## config.mk

```make
export PLATFORM = sky130hd
export DESIGN_NAME = gpio_port_pin_controller_unit
export DESIGN_NICKNAME = d
export VERILOG_FILES = /design/src/rtl/gppc_pkg.sv /design/src/rtl/gpio_port_pin_controller_unit.sv
export SDC_FILE = /design/constraint.sdc
export NUM_CORES = 1
export LEC_CHECK = 0
export ABC_AREA = 1
export BUFFER_PORTS_ARGS = -buffer_cell sky130_fd_sc_hd__buf_2
export CORE_ASPECT_RATIO = 2
export CORE_MARGIN = 8
export CORE_UTILIZATION = 35
export CTS_CLUSTER_SIZE = 20
export DETAILED_ROUTE_END_ITERATION = 6
export GPL_ROUTABILITY_DRIVEN = 0
export SETUP_SLACK_MARGIN = 0.4
export SLEW_MARGIN = 20
export SYNTH_ARGS = -nofsm -noshare
export SYNTH_HDL_FRONTEND = slang
export SYNTH_SLANG_ARGS = --single-unit
```

## constraint.sdc

```tcl
create_clock -name clk -period 16.8 [get_ports clk]
set_clock_uncertainty 0.2 [all_clocks]
set_input_delay 2.52 -clock clk [delete_from_list [all_inputs] [get_ports clk]]
set_output_delay 2.52 -clock clk [all_outputs]
set_load 0.1 [all_outputs]
```

## src/rtl/gppc_pkg.sv

```systemverilog
// ----------------------------------------------------------------------------
// gppc_pkg
// Shared types and constants of the GPIO port pin controller.
// ----------------------------------------------------------------------------
package gppc_pkg;

  localparam int GROUP_COUNT = 2;
  localparam int PIN_COUNT   = 32;
  localparam int WORD_W      = 32;
  localparam int MEM_DEPTH   = GROUP_COUNT * PIN_COUNT;
  localparam int IDX_W       = (MEM_DEPTH > 1) ? $clog2(MEM_DEPTH) : 1;
  localparam int GRP_W       = (GROUP_COUNT > 1) ? $clog2(GROUP_COUNT) : 1;

  typedef enum logic [3:0] {
    CMD_DIRSET    = 4'd0,
    CMD_DIRGET    = 4'd1,
    CMD_OUTWRITE  = 4'd2,
    CMD_OUTTOGGLE = 4'd3,
    CMD_OUTGET    = 4'd4,
    CMD_INGET     = 4'd5,
    CMD_INENSET   = 4'd6,
    CMD_INENGET   = 4'd7,
    CMD_PULLSET   = 4'd8,
    CMD_PULLGET   = 4'd9,
    CMD_DRVSET    = 4'd10,
    CMD_DRVGET    = 4'd11,
    CMD_MUXSET    = 4'd12,
    CMD_MUXGET    = 4'd13
  } cmd_t;

  // Read-back codes and the mux select limit.
  localparam logic [3:0] PULL_OFF      = 4'd0;
  localparam logic [3:0] PULL_UP       = 4'd1;
  localparam logic [3:0] PULL_DOWN     = 4'd2;
  localparam logic [3:0] PULL_INVALID  = 4'd3;
  localparam logic [3:0] DRV_INVALID   = 4'd2;
  localparam logic [3:0] MUX_DISABLED  = 4'd8;
  localparam logic [3:0] MUX_INVALID   = 4'd9;
  localparam logic [3:0] MUX_LIMIT     = 4'd8;

  // One entry of the pin table.
  typedef struct packed {
    logic [2:0] mux_sel;
    logic       mux_en;
    logic       drv_str;
    logic       pull_en;
    logic       in_en;
  } pin_entry_t;

endpackage

```

## src/rtl/gpio_port_pin_controller_unit.sv

```systemverilog
// ----------------------------------------------------------------------------
// gpio_port_pin_controller_unit
// Multi-group GPIO port with per-pin configuration and peripheral mux.
// ----------------------------------------------------------------------------
// The block takes one command per clock while not stalled and gives one
// result transaction for each. On acceptance the per-pin entry is read
// from a synchronous pin table with one read and one write port into the
// second stage, which modifies it, writes it back and loads the output
// register. Consecutive commands to the same pin are served by
// forwarding the entry being written, so the rate stays at one command per
// clock as long as results are taken. The direction and output-level words
// of each group live in flip-flops. The pin table needs no clearing pass
// after reset; a valid flag per entry makes unwritten entries read as zero.
module gpio_port_pin_controller_unit (
  input  logic                  clk,
  input  logic                  rst_n,
  input  logic                  in_valid,
  output logic                  in_stall,
  input  logic [3:0]            in_cmd,
  input  logic [2:0]            in_group_index,
  input  logic [5:0]            in_pin_index,
  input  logic [3:0]            in_set_value,
  input  logic                  in_pad_level,
  output logic                  out_valid,
  input  logic                  out_stall,
  output logic [3:0]            out_read_value,
  output logic                  out_bad_address,
  output logic [gppc_pkg::WORD_W-1:0] out_group_direction,
  output logic [gppc_pkg::WORD_W-1:0] out_group_output
);
  import gppc_pkg::*;

  // Group words.
  logic [WORD_W-1:0] dir_r  [GROUP_COUNT];
  logic [WORD_W-1:0] outb_r [GROUP_COUNT];

  // Pin table and its valid flags.
  pin_entry_t           mem_r [MEM_DEPTH];
  logic [MEM_DEPTH-1:0] vld_r;
  pin_entry_t           rd_data_r;
  logic                 rd_vld_r;

  // Second stage.
  logic        s1_v_r;
  logic [3:0]  s1_cmd_r;
  logic [GRP_W-1:0] s1_grp_r;
  logic        s1_grp_ok_r;
  logic        s1_bad_r;
  logic [4:0]  s1_pin_r;
  logic [IDX_W-1:0] s1_idx_r;
  logic [3:0]  s1_val_r;
  logic        s1_pad_r;
  logic        fwd_hit_r;
  pin_entry_t  fwd_data_r;

  // Output register.
  logic              out_valid_r;
  logic [3:0]        out_rv_r;
  logic              out_bad_r;
  logic [WORD_W-1:0] out_dir_r;
  logic [WORD_W-1:0] out_outw_r;

  logic             in_acc;
  logic             s1_adv;
  logic             s1_wr;
  logic             in_grp_ok;
  logic             in_bad;
  logic [IDX_W-1:0] in_idx;

  pin_entry_t        cur_entry;
  pin_entry_t        entry_nxt;
  logic [WORD_W-1:0] dir_w;
  logic [WORD_W-1:0] outw_w;
  logic [WORD_W-1:0] dir_nxt;
  logic [WORD_W-1:0] outw_nxt;
  logic [WORD_W-1:0] bit_m;
  logic [3:0]        rv_nxt;

  assign s1_adv   = s1_v_r && (!out_valid_r || !out_stall);
  assign in_stall = s1_v_r && !s1_adv;
  assign in_acc   = in_valid && !in_stall;
  assign s1_wr    = s1_adv && !s1_bad_r;

  assign in_grp_ok = (32'(in_group_index) < GROUP_COUNT);
  assign in_bad    = !in_grp_ok || (32'(in_pin_index) >= PIN_COUNT);
  assign in_idx    = IDX_W'(32'(in_group_index) * PIN_COUNT + 32'(in_pin_index));

  assign cur_entry = fwd_hit_r ? fwd_data_r : (rd_vld_r ? rd_data_r : '0);
  assign dir_w     = s1_grp_ok_r ? dir_r[s1_grp_r]  : '0;
  assign outw_w    = s1_grp_ok_r ? outb_r[s1_grp_r] : '0;
  assign bit_m     = WORD_W'(1) << s1_pin_r;

  always_comb begin
    entry_nxt = cur_entry;
    dir_nxt   = dir_w;
    outw_nxt  = outw_w;
    rv_nxt    = '0;
    if (s1_bad_r) begin
      unique case (s1_cmd_r)
        CMD_PULLGET: rv_nxt = PULL_INVALID;
        CMD_DRVGET:  rv_nxt = DRV_INVALID;
        CMD_MUXGET:  rv_nxt = MUX_INVALID;
        default:     rv_nxt = '0;
      endcase
    end else begin
      unique case (s1_cmd_r)
        CMD_DIRSET: begin
          if (s1_val_r == 4'd0) dir_nxt = dir_w & ~bit_m;
          else if (s1_val_r == 4'd1) dir_nxt = dir_w | bit_m;
        end
        CMD_DIRGET: rv_nxt = {3'b0, |(dir_w & bit_m)};
        CMD_OUTWRITE: begin
          if (s1_val_r == 4'd0) outw_nxt = outw_w & ~bit_m;
          else if (s1_val_r == 4'd1) outw_nxt = outw_w | bit_m;
        end
        CMD_OUTTOGGLE: outw_nxt = outw_w ^ bit_m;
        CMD_OUTGET:    rv_nxt = {3'b0, |(outw_w & bit_m)};
        CMD_INGET:     rv_nxt = {3'b0, s1_pad_r};
        CMD_INENSET:   entry_nxt.in_en = (s1_val_r != 4'd0);
        CMD_INENGET:   rv_nxt = {3'b0, cur_entry.in_en};
        CMD_PULLSET: begin
          if (s1_val_r == PULL_OFF) begin
            entry_nxt.pull_en = 1'b0;
          end else if (s1_val_r == PULL_UP || s1_val_r == PULL_DOWN) begin
            // The pull level rides on the output bit, only for inputs.
            if ((dir_w & bit_m) == '0) begin
              outw_nxt = (s1_val_r == PULL_UP) ? (outw_w | bit_m) : (outw_w & ~bit_m);
            end
            entry_nxt.pull_en = 1'b1;
          end
        end
        CMD_PULLGET: begin
          if (!cur_entry.pull_en) rv_nxt = PULL_OFF;
          else rv_nxt = ((outw_w & bit_m) != '0) ? PULL_UP : PULL_DOWN;
        end
        CMD_DRVSET: begin
          if (s1_val_r == 4'd0) entry_nxt.drv_str = 1'b0;
          else if (s1_val_r == 4'd1) entry_nxt.drv_str = 1'b1;
        end
        CMD_DRVGET: rv_nxt = {3'b0, cur_entry.drv_str};
        CMD_MUXSET: begin
          if (s1_val_r < MUX_LIMIT) begin
            entry_nxt.mux_sel = s1_val_r[2:0];
            entry_nxt.mux_en  = 1'b1;
          end else begin
            entry_nxt.mux_en = 1'b0;
          end
        end
        CMD_MUXGET: rv_nxt = cur_entry.mux_en ? {1'b0, cur_entry.mux_sel} : MUX_DISABLED;
        default: rv_nxt = '0;
      endcase
    end
  end

  // Pin table: one read and one write port, registered read data.
  always_ff @(posedge clk) begin
    if (s1_wr) begin
      mem_r[s1_idx_r] <= entry_nxt;
    end
    if (in_acc) begin
      rd_data_r <= mem_r[in_idx];
    end
  end

  always_ff @(posedge clk) begin
    if (!rst_n) begin
      vld_r       <= '0;
      rd_vld_r    <= 1'b0;
      s1_v_r      <= 1'b0;
      fwd_hit_r   <= 1'b0;
      out_valid_r <= 1'b0;
      for (int g = 0; g < GROUP_COUNT; g++) begin
        dir_r[g]  <= '0;
        outb_r[g] <= '0;
      end
    end else begin
      if (s1_wr) begin
        vld_r[s1_idx_r] <= 1'b1;
        dir_r[s1_grp_r]  <= dir_nxt;
        outb_r[s1_grp_r] <= outw_nxt;
      end
      if (in_acc) begin
        rd_vld_r  <= vld_r[in_idx];
        // The table read misses a write landing on the same edge.
        fwd_hit_r <= s1_wr && (s1_idx_r == in_idx);
        s1_v_r    <= 1'b1;
      end else if (s1_adv) begin
        s1_v_r <= 1'b0;
      end
      if (s1_adv) begin
        out_valid_r <= 1'b1;
      end else if (!out_stall) begin
        out_valid_r <= 1'b0;
      end
    end
  end

  // Payload registers.
  always_ff @(posedge clk) begin
    if (in_acc) begin
      s1_cmd_r    <= in_cmd;
      s1_grp_r    <= in_group_index[GRP_W-1:0];
      s1_grp_ok_r <= in_grp_ok;
      s1_bad_r    <= in_bad;
      s1_pin_r    <= in_pin_index[4:0];
      s1_idx_r    <= in_idx;
      s1_val_r    <= in_set_value;
      s1_pad_r    <= in_pad_level;
      fwd_data_r  <= entry_nxt;
    end
    if (s1_adv) begin
      out_rv_r   <= rv_nxt;
      out_bad_r  <= s1_bad_r;
      out_dir_r  <= dir_nxt;
      out_outw_r <= outw_nxt;
    end
  end

  assign out_valid           = out_valid_r;
  assign out_read_value      = out_rv_r;
  assign out_bad_address     = out_bad_r;
  assign out_group_direction = out_dir_r;
  assign out_group_output    = out_outw_r;

endmodule

```

==> Word-level counts from Yosys, hierarchy flattened <==
Memory sizes are Yosys's and may differ from the RTL's. A register that Yosys moved wholly into a read port is not among the register bits.
Index checks and enable logic that the tools add are counted.
{ "totals": {"reg_bits": 167, "ramBits": 576, "inputBits": 22, "word_cells": 138, "mem_count": 3} }
{ "memory_table": {"columns": ["memory", "words", "word_bits", "read_ports", "rd_clocked_by_memory_dff", "write_ports", "line_no", "source"], "rows": [
  ["mem_r", 64, 7, 1, 1, 1, "gpio_port_pin_controller_unit.sv:38", "pin_entry_t mem_r [MEM_DEPTH];"],
  ["dir_r", 2, 32, 1, 1, 2, "gpio_port_pin_controller_unit.sv:34", "logic [WORD_W-1:0] dir_r [GROUP_COUNT];"],
  ["outb_r", 2, 32, 1, 1, 2, "gpio_port_pin_controller_unit.sv:35", "logic [WORD_W-1:0] outb_r [GROUP_COUNT];"]
]} }
{ "classes": {"addsub": 1, "magnitude_cmp": 6, "eq_ne": 17, "shifts": 1, "mux": 54, "n_bitwise": 9, "n_reduce_logical": 25} }
{ "op_table": {"columns": ["cell", "count"], "rows": [
  ["two-way mux 32 bit", 15],
  ["bitwise AND 32 bit", 4],
  ["OR reduction 32 bit", 4],
  ["one-hot mux 32 bit (3 select lines)", 1],
  ["OR 32 bit", 2],
  ["OR 64 bit", 1],
  ["logical NOT 32 bit", 1],
  ["NOT 32 bit", 1],
  ["nonzero test 32 bit", 1],
  ["left shift 1 x 5 -> 32 bit (first input constant)", 1],
  ["bitwise XOR 32 bit", 1],
  ["one-hot mux 4 bit (7 select lines)", 1],
  ["two-way mux 1 bit", 25],
  ["equality test 4 bit (second input constant)", 6],
  ["two-way mux 7 bit", 3],
  ["equality test 4 x 3 -> 1 bit (second input constant)", 4],
  ["less-than comparator 6 x 7 -> 1 bit (second input constant)", 2],
  ["equality test 4 x 2 -> 1 bit (second input constant)", 3],
  ["two-way mux 4 bit", 3],
  ["one-hot mux 4 bit (3 select lines)", 1],
  ["equality test 4 x 1 -> 1 bit (second input constant)", 2],
  ["logical NOT 4 bit", 2],
  ["adder 6 bit", 1],
  ["binary-select mux 1 bit (select 6 bit)", 1],
  ["14 further kinds", 27]
]} }

==> Longest topological paths before layout <==
Gate-level depths: netlist of the first run.
{ "logic_depth": {"ltp_word": 10, "mapped_depth": 19, "ltp_nobuf": 17} }

==> Least setup slack after synthesis of the first run <==
OpenSTA, ideal clock, no wires.
{ "synth_timing": {"path_kind": "in2reg", "startpoint": "in out_stall", "endpoint": "mem dir_r[1][0], enable pin", "setup_ns": 0.423, "arrival_time_ns": 8.872, "path_slack_ns": 7.305, "stages": 7, "path_buffers": 2, "cell_sequence": "a21oi_1 > nand2_1 > inv_1 > nand3_1 > clkbuf_1 > clkbuf_1 > nand2_1"} }
{ "synth_rtl": {"columns": ["item", "line_no", "source"], "rows": [
  ["start, declared", "gpio_port_pin_controller_unit.sv:25", "input logic out_stall,"],
  ["end, declared", "gpio_port_pin_controller_unit.sv:34", null]
]} }

==> Worst setup path after layout of the first run <==
{ "layout_timing": {"startpoint": "in in_pin_index[0]", "endpoint": "reg rd_data_r[1] (netlist name)"} }
{ "layout_between": {"elab_chain_cells": 1} }
{ "layout_lines": {"columns": ["item", "line_no", "source"], "rows": [
  ["start, declared", "gpio_port_pin_controller_unit.sv:21", "input logic [5:0] in_pin_index,"],
  ["adder 6 bit", "gpio_port_pin_controller_unit.sv:86", "assign in_idx = IDX_W'(32'(in_group_index) * PIN_COUNT + 32'(in_pin_index));"]
]} }
No other way between the ends.
A chain may end at the register's enable or synchronous reset.

==> flow_summary.json, run 1 <==
{
  "status": "finished clean",
  "powerDensity_nw_per_um2": 107.7,
  "post-cts-setup-buffers": 0,
  "tightest_slew_ns": 1.138,
  "synth_area_per_cell_um2": 10.15,
  "grtUsageTotal_pct": 19.36,
  "path_clk_slew_ns": 0.06,
  "cp_slowest_cell": "buf_4",
  "die_area_um2": 109700,
  "core_area_um2": 98300,
  "cpPeakStageDelay_ns": 0.79,
  "wl_per_cell_um": 22.67,
  "ys_types": 45,
  "async_flop_share_pct": 0,
  "rr_worst_depth": 16,
  "ios": 93,
  "tritoncts": "yes",
  "tns_ns": 0,
  "synth-compound-area-share_pct": 11.41,
  "crit_family": "buffers and inverters",
  "crit_top_cell": "buf_4",
  "syn2layout_area_growth_pct": 12.31,
  "synth_fp_nets": 3527,
  "yosys.area_share.simple_pct": 17.35,
  "fin_crit_ns": 5.986,
  "final_nets": 3540,
  "min_period_over_period_pct": 35.63,
  "cts_resized": 0,
  "synth_flop_cell": "edfxtp_1",
  "antenna_left": 0,
  "cts_hold_buf": 0,
  "synth_fa_ha_area_share_pct": 3.473,
  "hold-worst-slack_ns": 0.2611,
  "start_kind": "input pin",
  "fillCellCount": 9657,
  "synth_top_cells_by_area": "edfxtp_1, nor2_1, o21ai_0",
  "start_util_pct": 35.19,
  "cp_cell_sequence": "buf_6 > inv_6 > buf_4 > buf_4 > o21ai_0 > o22ai_1 > nor2_1 > o311ai_0 > o211ai_1 > nand2_1",
  "die_h_um": 460.6,
  "cp_max_fo": 95,
  "cts.path.max_buffers": 3,
  "worstPathBufferInverterCount": 4,
  "ys_seq_area_share_pct": 62.77,
  "postSynthCellCount": 3409,
  "synth_top_family_by_area": "simple AND/OR/NAND/NOR gates",
  "leakage_nw": 14.20,
  "vias_per_cell": 5.377,
  "slew_violations": 0,
  "synth_top_area_cell": "edfxtp_1",
  "drc": 0,
  "hold_path.class": "flip-flop to flip-flop",
  "crit_type": "input pin to flip-flop",
  "dp_hpwl_mm": 69.56,
  "cp.depth": 10,
  "drt-total-wl_mm": 108.9,
  "grt-ovfl-total": 0,
  "fmax_mhz": 167.1,
  "rsz0062_at_grt": "no",
  "synth_top_area_share_pct": 58.78,
  "grt_pass1_wl_mm": 159.8,
  "die_w_um": 238.3,
  "drv_cap": 0,
  "worst_ir_drop_vdd_mv": 0.07195,
  "clkLatencyLatePin_ns": 0.66,
  "synth_edf_count": 677,
  "crit_path_end_kind": "flip-flop",
  "io_buffers": 92,
  "firstDrtPassIters": 6,
  "finalSetupViolCount": 0,
  "clock-root-buffer": "clkbuf_16",
  "grt_pass1_vias": 24860,
  "drive_above_1_share_pct": 10.87,
  "vias": 25820,
  "hold_viol": 0,
  "fin_util_pct": 39.52,
  "clock_tree.htree_level_count": 3,
  "netlist_top_cells_count": "nor2_1, edfxtp_1, o21ai_0",
  "cts_num_sinks": 746,
  "ys_seq_elements": 746,
  "cp.required_ns": 17.13,
  "drt_iter0_markers": 2275,
  "relSlewSlack_pct": 23.66,
  "synth_xor_area_share_pct": 0.1013,
  "yosysWarnings": 0,
  "rows": 163,
  "whs_path_depth": 2,
  "grt_max_degree": 96,
  "netlist_area_um2": 34590,
  "synthMuxAreaShare_pct": 0.03256,
  "critPathArrivalTime_ns": 6.32,
  "yosysMostFrequentCell": "nor2_1",
  "antenna_found_initial": 0,
  "cts_buffers": 71
}
==> cell families (layout without fill, tap and decap cells) <==
logic type | after synthesis | count (layout)
buffers and inverters | 433 | 502
AO/OA/AOI/OAI | 685 | 685
other | 0 | 3
adder cells (fa/ha/maj) | 96 | 96
AND/OR/NAND/NOR | 1444 | 1444
flip-flops | 746 | 746
XOR/XNOR | 4 | 4
multiplexers | 1 | 1
==> worst reg2reg max path, delay by kind of cell, from the launching register on <==
kind / cells / cell delay (ns)
flip-flops: 1 / 1.07
buffers and inverters: 2 / 0.63
AND/OR/NAND/NOR: 14 / 2.58
==> per-layer routing <==
metal,vias up,share of wire (%),track usage [%]
met5,-,0,0
met4,0,7.8,13.76
met3,280,6.1,2.795
met2,1049,51,34.85
met1,12620,35,20.52
li1,11870,-,-
==> cells in the final DEF, fill, tap and decap left out, types with 4 or more instances in the layout <==
master	count
nor2_1	794
bufinv_16	8
o211ai_1	10
nand2_1	349
o21ai_1	7
nor2_2	18
or2_2	60
nor3_1	29
inv_1	209
inv_2	7
nand3_1	149
clkbuf_16	73
a2111oi_0	5
clkinvlp_4	7
nor3_2	12
o22ai_1	168
clkinv_1	13
nand4_1	6
buf_2	90
nand2_2	4
clkbuf_1	13
ha_1	96
a22oi_1	36
a21oi_1	7
o21ai_0	389
nor4_1	13
o221ai_1	12
clkinv_2	7
buf_4	61
o32ai_1	4
dfxtp_1	68
edfxtp_1	677
a211oi_1	28
clkbuf_8	5
==> flip-flops by register name (all words and copies together), names as in the netlist, 2 cells and up, named ones only <==
signal / count
rd_data_r: 7
out_group_output: 32
fwd_data_r: 7
dir_r: 64
s1_val_r: 4
out_group_direction: 32
s1_cmd_r: 4
outb_r: 64
out_read_value: 4
mem_r: 448
s1_idx_r: 2
s1_pin_r: 4
vld_r: 64
==> per-stage QoR <==
step / instances / setup slack, ns / power (mW) / instance area (µm²)
2_1_floorplan: 3409 / 7.305 / 2.403 / 34590
3_3_place_gp: 4669 / 10.28 / 2.535 / 36430
3_5_place_dp: 4669 / 10.21 / 2.541 / 36430
4_1_cts: 4798 / 10.81 / 4.213 / 38840
5_1_grt: 4798 / 10.62 / 4.308 / 38840
6_report: 4801 / 10.81 / 4.185 / 38850
==> final timing paths <==
path                                from                           to  slack, ns
setup reg to reg   s1_pin_r[3]$_DFFE_PP_  outb_r[0][23]$_SDFFCE_PN0P_      12.02
hold reg to reg   vld_r[58]$_SDFFE_PN0P_       vld_r[58]$_SDFFE_PN0P_       0.26
setup / recovery         in_pin_index[0]       rd_data_r[1]$_DFFE_PP_      10.81
hold / removal    vld_r[58]$_SDFFE_PN0P_       vld_r[58]$_SDFFE_PN0P_       0.26
==> report_power, final <==
part           leakage (nW)  internal, mW  switching [mW]
logic                  6.04        0.0951           0.329
clock network          1.15         0.952           0.732
registers              7.01          2.06          0.0173
==> final cells by class <==
cell class                      count  area (µm²)  area share, %
Antenna cell                        3       7.507        0.01933
Multi-Input combinational cell   2230       11320          29.13
Clock buffer                       91        1944          5.005
Sequential cell                   746       21710          55.89
Clock inverter                     38       459.2          1.182
Tap cell                         1320        1652          4.252
Timing Repair Buffer              152       919.6          2.367
Inverter                          221       835.8          2.152
Note: power is estimated with default switching activity, not from simulation.
==> inputs of run 2 (changes only) <==
Settings changed: ABC_AREA 1 to 0.
Clock period 16.8 ns to 6.1 ns, I/O delays scaled along.
==> flow_summary.json, run 2 <==
{
  "powerDensity_nw_per_um2": 287.7,
  "timing.rr.end": "out_read_value[0]$_DFFE_PP_",
  "firstDrtPassIters": 6,
  "rr_worst_depth": 12,
  "antenna_found_initial": 6,
  "clock-root-buffer": "clkbuf_16",
  "whs_path_depth": 1,
  "synth_fp_nets": 2346,
  "regToRegSetupSlack_ns": 2.10,
  "drv_cap": 0,
  "io_buffers": 92,
  "synth_xor_area_share_pct": 0.2094,
  "relSlewSlack_pct": 23.88,
  "drt-total-wl_mm": 94.30,
  "syn2layout_area_growth_pct": 12.21,
  "ys_seq_area_share_pct": 64.87,
  "fmax_mhz": 250.1,
  "synth_edf_count": 677,
  "yosysMostFrequentCell": "edfxtp_1",
  "drive_above_1_share_pct": 20.79,
  "min_period_over_period_pct": 65.56,
  "wl_per_cell_um": 26.51,
  "die_w_um": 234.7,
  "cts_num_sinks": 746,
  "worst_ir_drop_vdd_mv": 0.1867,
  "ios": 93,
  "min_to": "vld_r[62]$_SDFFE_PN0P_",
  "crit_path_end_kind": "flip-flop",
  "synth_top_cells_by_area": "edfxtp_1, mux4_2, dfxtp_1",
  "cts.path.max_buffers": 3,
  "cp_max_fo": 41,
  "slew_violations": 0,
  "antenna_left": 0,
  "tns_ns": 0,
  "status": "finished clean",
  "cp.required_ns": 6.28,
  "synth_area_per_cell_um2": 15.02,
  "antenna_cells": 0,
  "post-cts-setup-buffers": 0,
  "netlist_top_cells_count": "edfxtp_1, nor2_1, mux4_2",
  "cts_resized": 0,
  "netlist_area_um2": 33470,
  "tritoncts": "yes",
  "synthMuxAreaShare_pct": 13.66,
  "leakage_nw": 13.13,
  "vias": 19790,
  "async_flop_share_pct": 0,
  "clkLatencyLatePin_ns": 0.63,
  "largest_register_ffs": 448,
  "tightest_slew_ns": 1.142,
  "die_area_um2": 106400,
  "drt_iter0_markers": 1655,
  "start_util_pct": 35.27,
  "synth_top_area_share_pct": 60.74,
  "synth-compound-area-share_pct": 8.113,
  "crit_type": "flip-flop to flip-flop",
  "fillCellCount": 8727,
  "yosysWarnings": 0,
  "core_area_um2": 94890,
  "synth_flop_cell": "edfxtp_1",
  "ys_seq_elements": 746,
  "dp_hpwl_mm": 65.97,
  "fin_crit_ns": 3.999,
  "ys_types": 56,
  "grt_pass1_wl_mm": 139.5,
  "synth_top_area_cell": "edfxtp_1",
  "hold_path.class": "flip-flop to flip-flop",
  "hold_viol": 0,
  "cts_hold_buf": 0,
  "vias_per_cell": 5.563,
  "final_common_cell": "edfxtp_1",
  "die_h_um": 453.3,
  "postSynthCellCount": 2228,
  "start_kind": "flip-flop",
  "cts_buffers": 66,
  "synth_fa_ha_area_share_pct": 3.589,
  "most-common-layout-cells": "edfxtp_1, nor2_1, mux4_2",
  "largest_register": "mem_r",
  "min-delay-start": "vld_r[62]$_SDFFE_PN0P_",
  "path_clk_slew_ns": 0.07,
  "grtUsageTotal_pct": 17.58,
  "synth_top_family_by_area": "multiplexers",
  "finalSetupViolCount": 0,
  "critPathArrivalTime_ns": 4.18,
  "rows": 160,
  "final_nets": 2408,
  "rsz0062_at_grt": "no",
  "p_total_mw": 10.80,
  "clock_tree.htree_level_count": 3,
  "drc": 0,
  "grt-ovfl-total": 0,
  "grt_pass1_vias": 20810,
  "grt_max_degree": 73,
  "yosys.area_share.simple_pct": 6.602
}
## run 2: worst max path at each step
stage | cells past startpoint | slack (ns) | to | from
after floorplan | 5 | 2.04 | fwd_data_r[6]$_DFFE_PP_ | s1_cmd_r[1]$_DFFE_PP_
after global placement | 5 | 1.84 | rd_data_r[2]$_DFFE_PP_ | in_pin_index[0]
after detailed placement | 5 | 1.80 | rd_data_r[2]$_DFFE_PP_ | in_pin_index[0]
after CTS | 12 | 2.12 | out_read_value[0]$_DFFE_PP_ | flip-flop
after global routing | 6 | 2.01 | outb_r[0][27]$_SDFFCE_PN0P_ | s1_cmd_r[2]$_DFFE_PP_
final | 12 | 2.10 | out_read_value[0]$_DFFE_PP_ | flip-flop
## run 2: metal layers
metal / vias to the layer above / wire, µm / GRT usage [%]
met3: 227 / 4992 / 3.185
met5: - / 26 / 0
met2: 731 / 52740 / 34.19
met4: 4 / 6331 / 10.82
met1: 10170 / 30220 / 16.88
li1: 8655 / - / -
## run 2: per-stage QoR
stage	setup WS [ns]	hold WS, ns	instances	util, %	area, µm²
global placement	1.836	0.2416	3437	37.28	35380
global route	2.009	0.2383	3557	39.58	37550
finish	2.101	0.2620	3557	39.58	37550
floorplan	2.038	0.2354	2228	-	33470
CTS	2.115	0.2141	3557	39.57	37550
detailed placement	1.801	0.2517	3437	37.29	35380
## run 2: power by group
part	internal, mW	total (mW)	switching (mW)
registers	5.63	5.68	0.0508
logic	0.261	0.881	0.620
clock network	2.32	4.24	1.92
total	8.22	10.8	2.59
## run 2: cells by family after synthesis
kind of cell / after synthesis
compound gates: 397
xor+xnor: 8
fa+ha+maj: 96
buf+inv: 250
flops: 746
mux: 245
simple gates: 486
## run 2: cell type report
cell class	instances	area, µm²	share of cell area, %
well taps	1215	1520	4.048
clock inverters	35	344.1	0.9162
inverters	108	406.6	1.083
multi-input cells	1232	10900	29.04
clock buffers	85	1826	4.861
flip-flops and latches	746	21710	57.82
repair buffers	136	839.6	2.236
## run 2: critical path: stages, from the launching register on
cell,delay [ns]
dfxtp_4,0.82
buf_12,0.29
mux2_2,0.36
nand2_1,0.13
inv_1,0.12
ha_1,0.20
nor4_1,0.75
nand4_1,0.17
nor2_1,0.23
or3_1,0.14
a31oi_1,0.08
a31oi_1,0.15
nand2_1,0.07
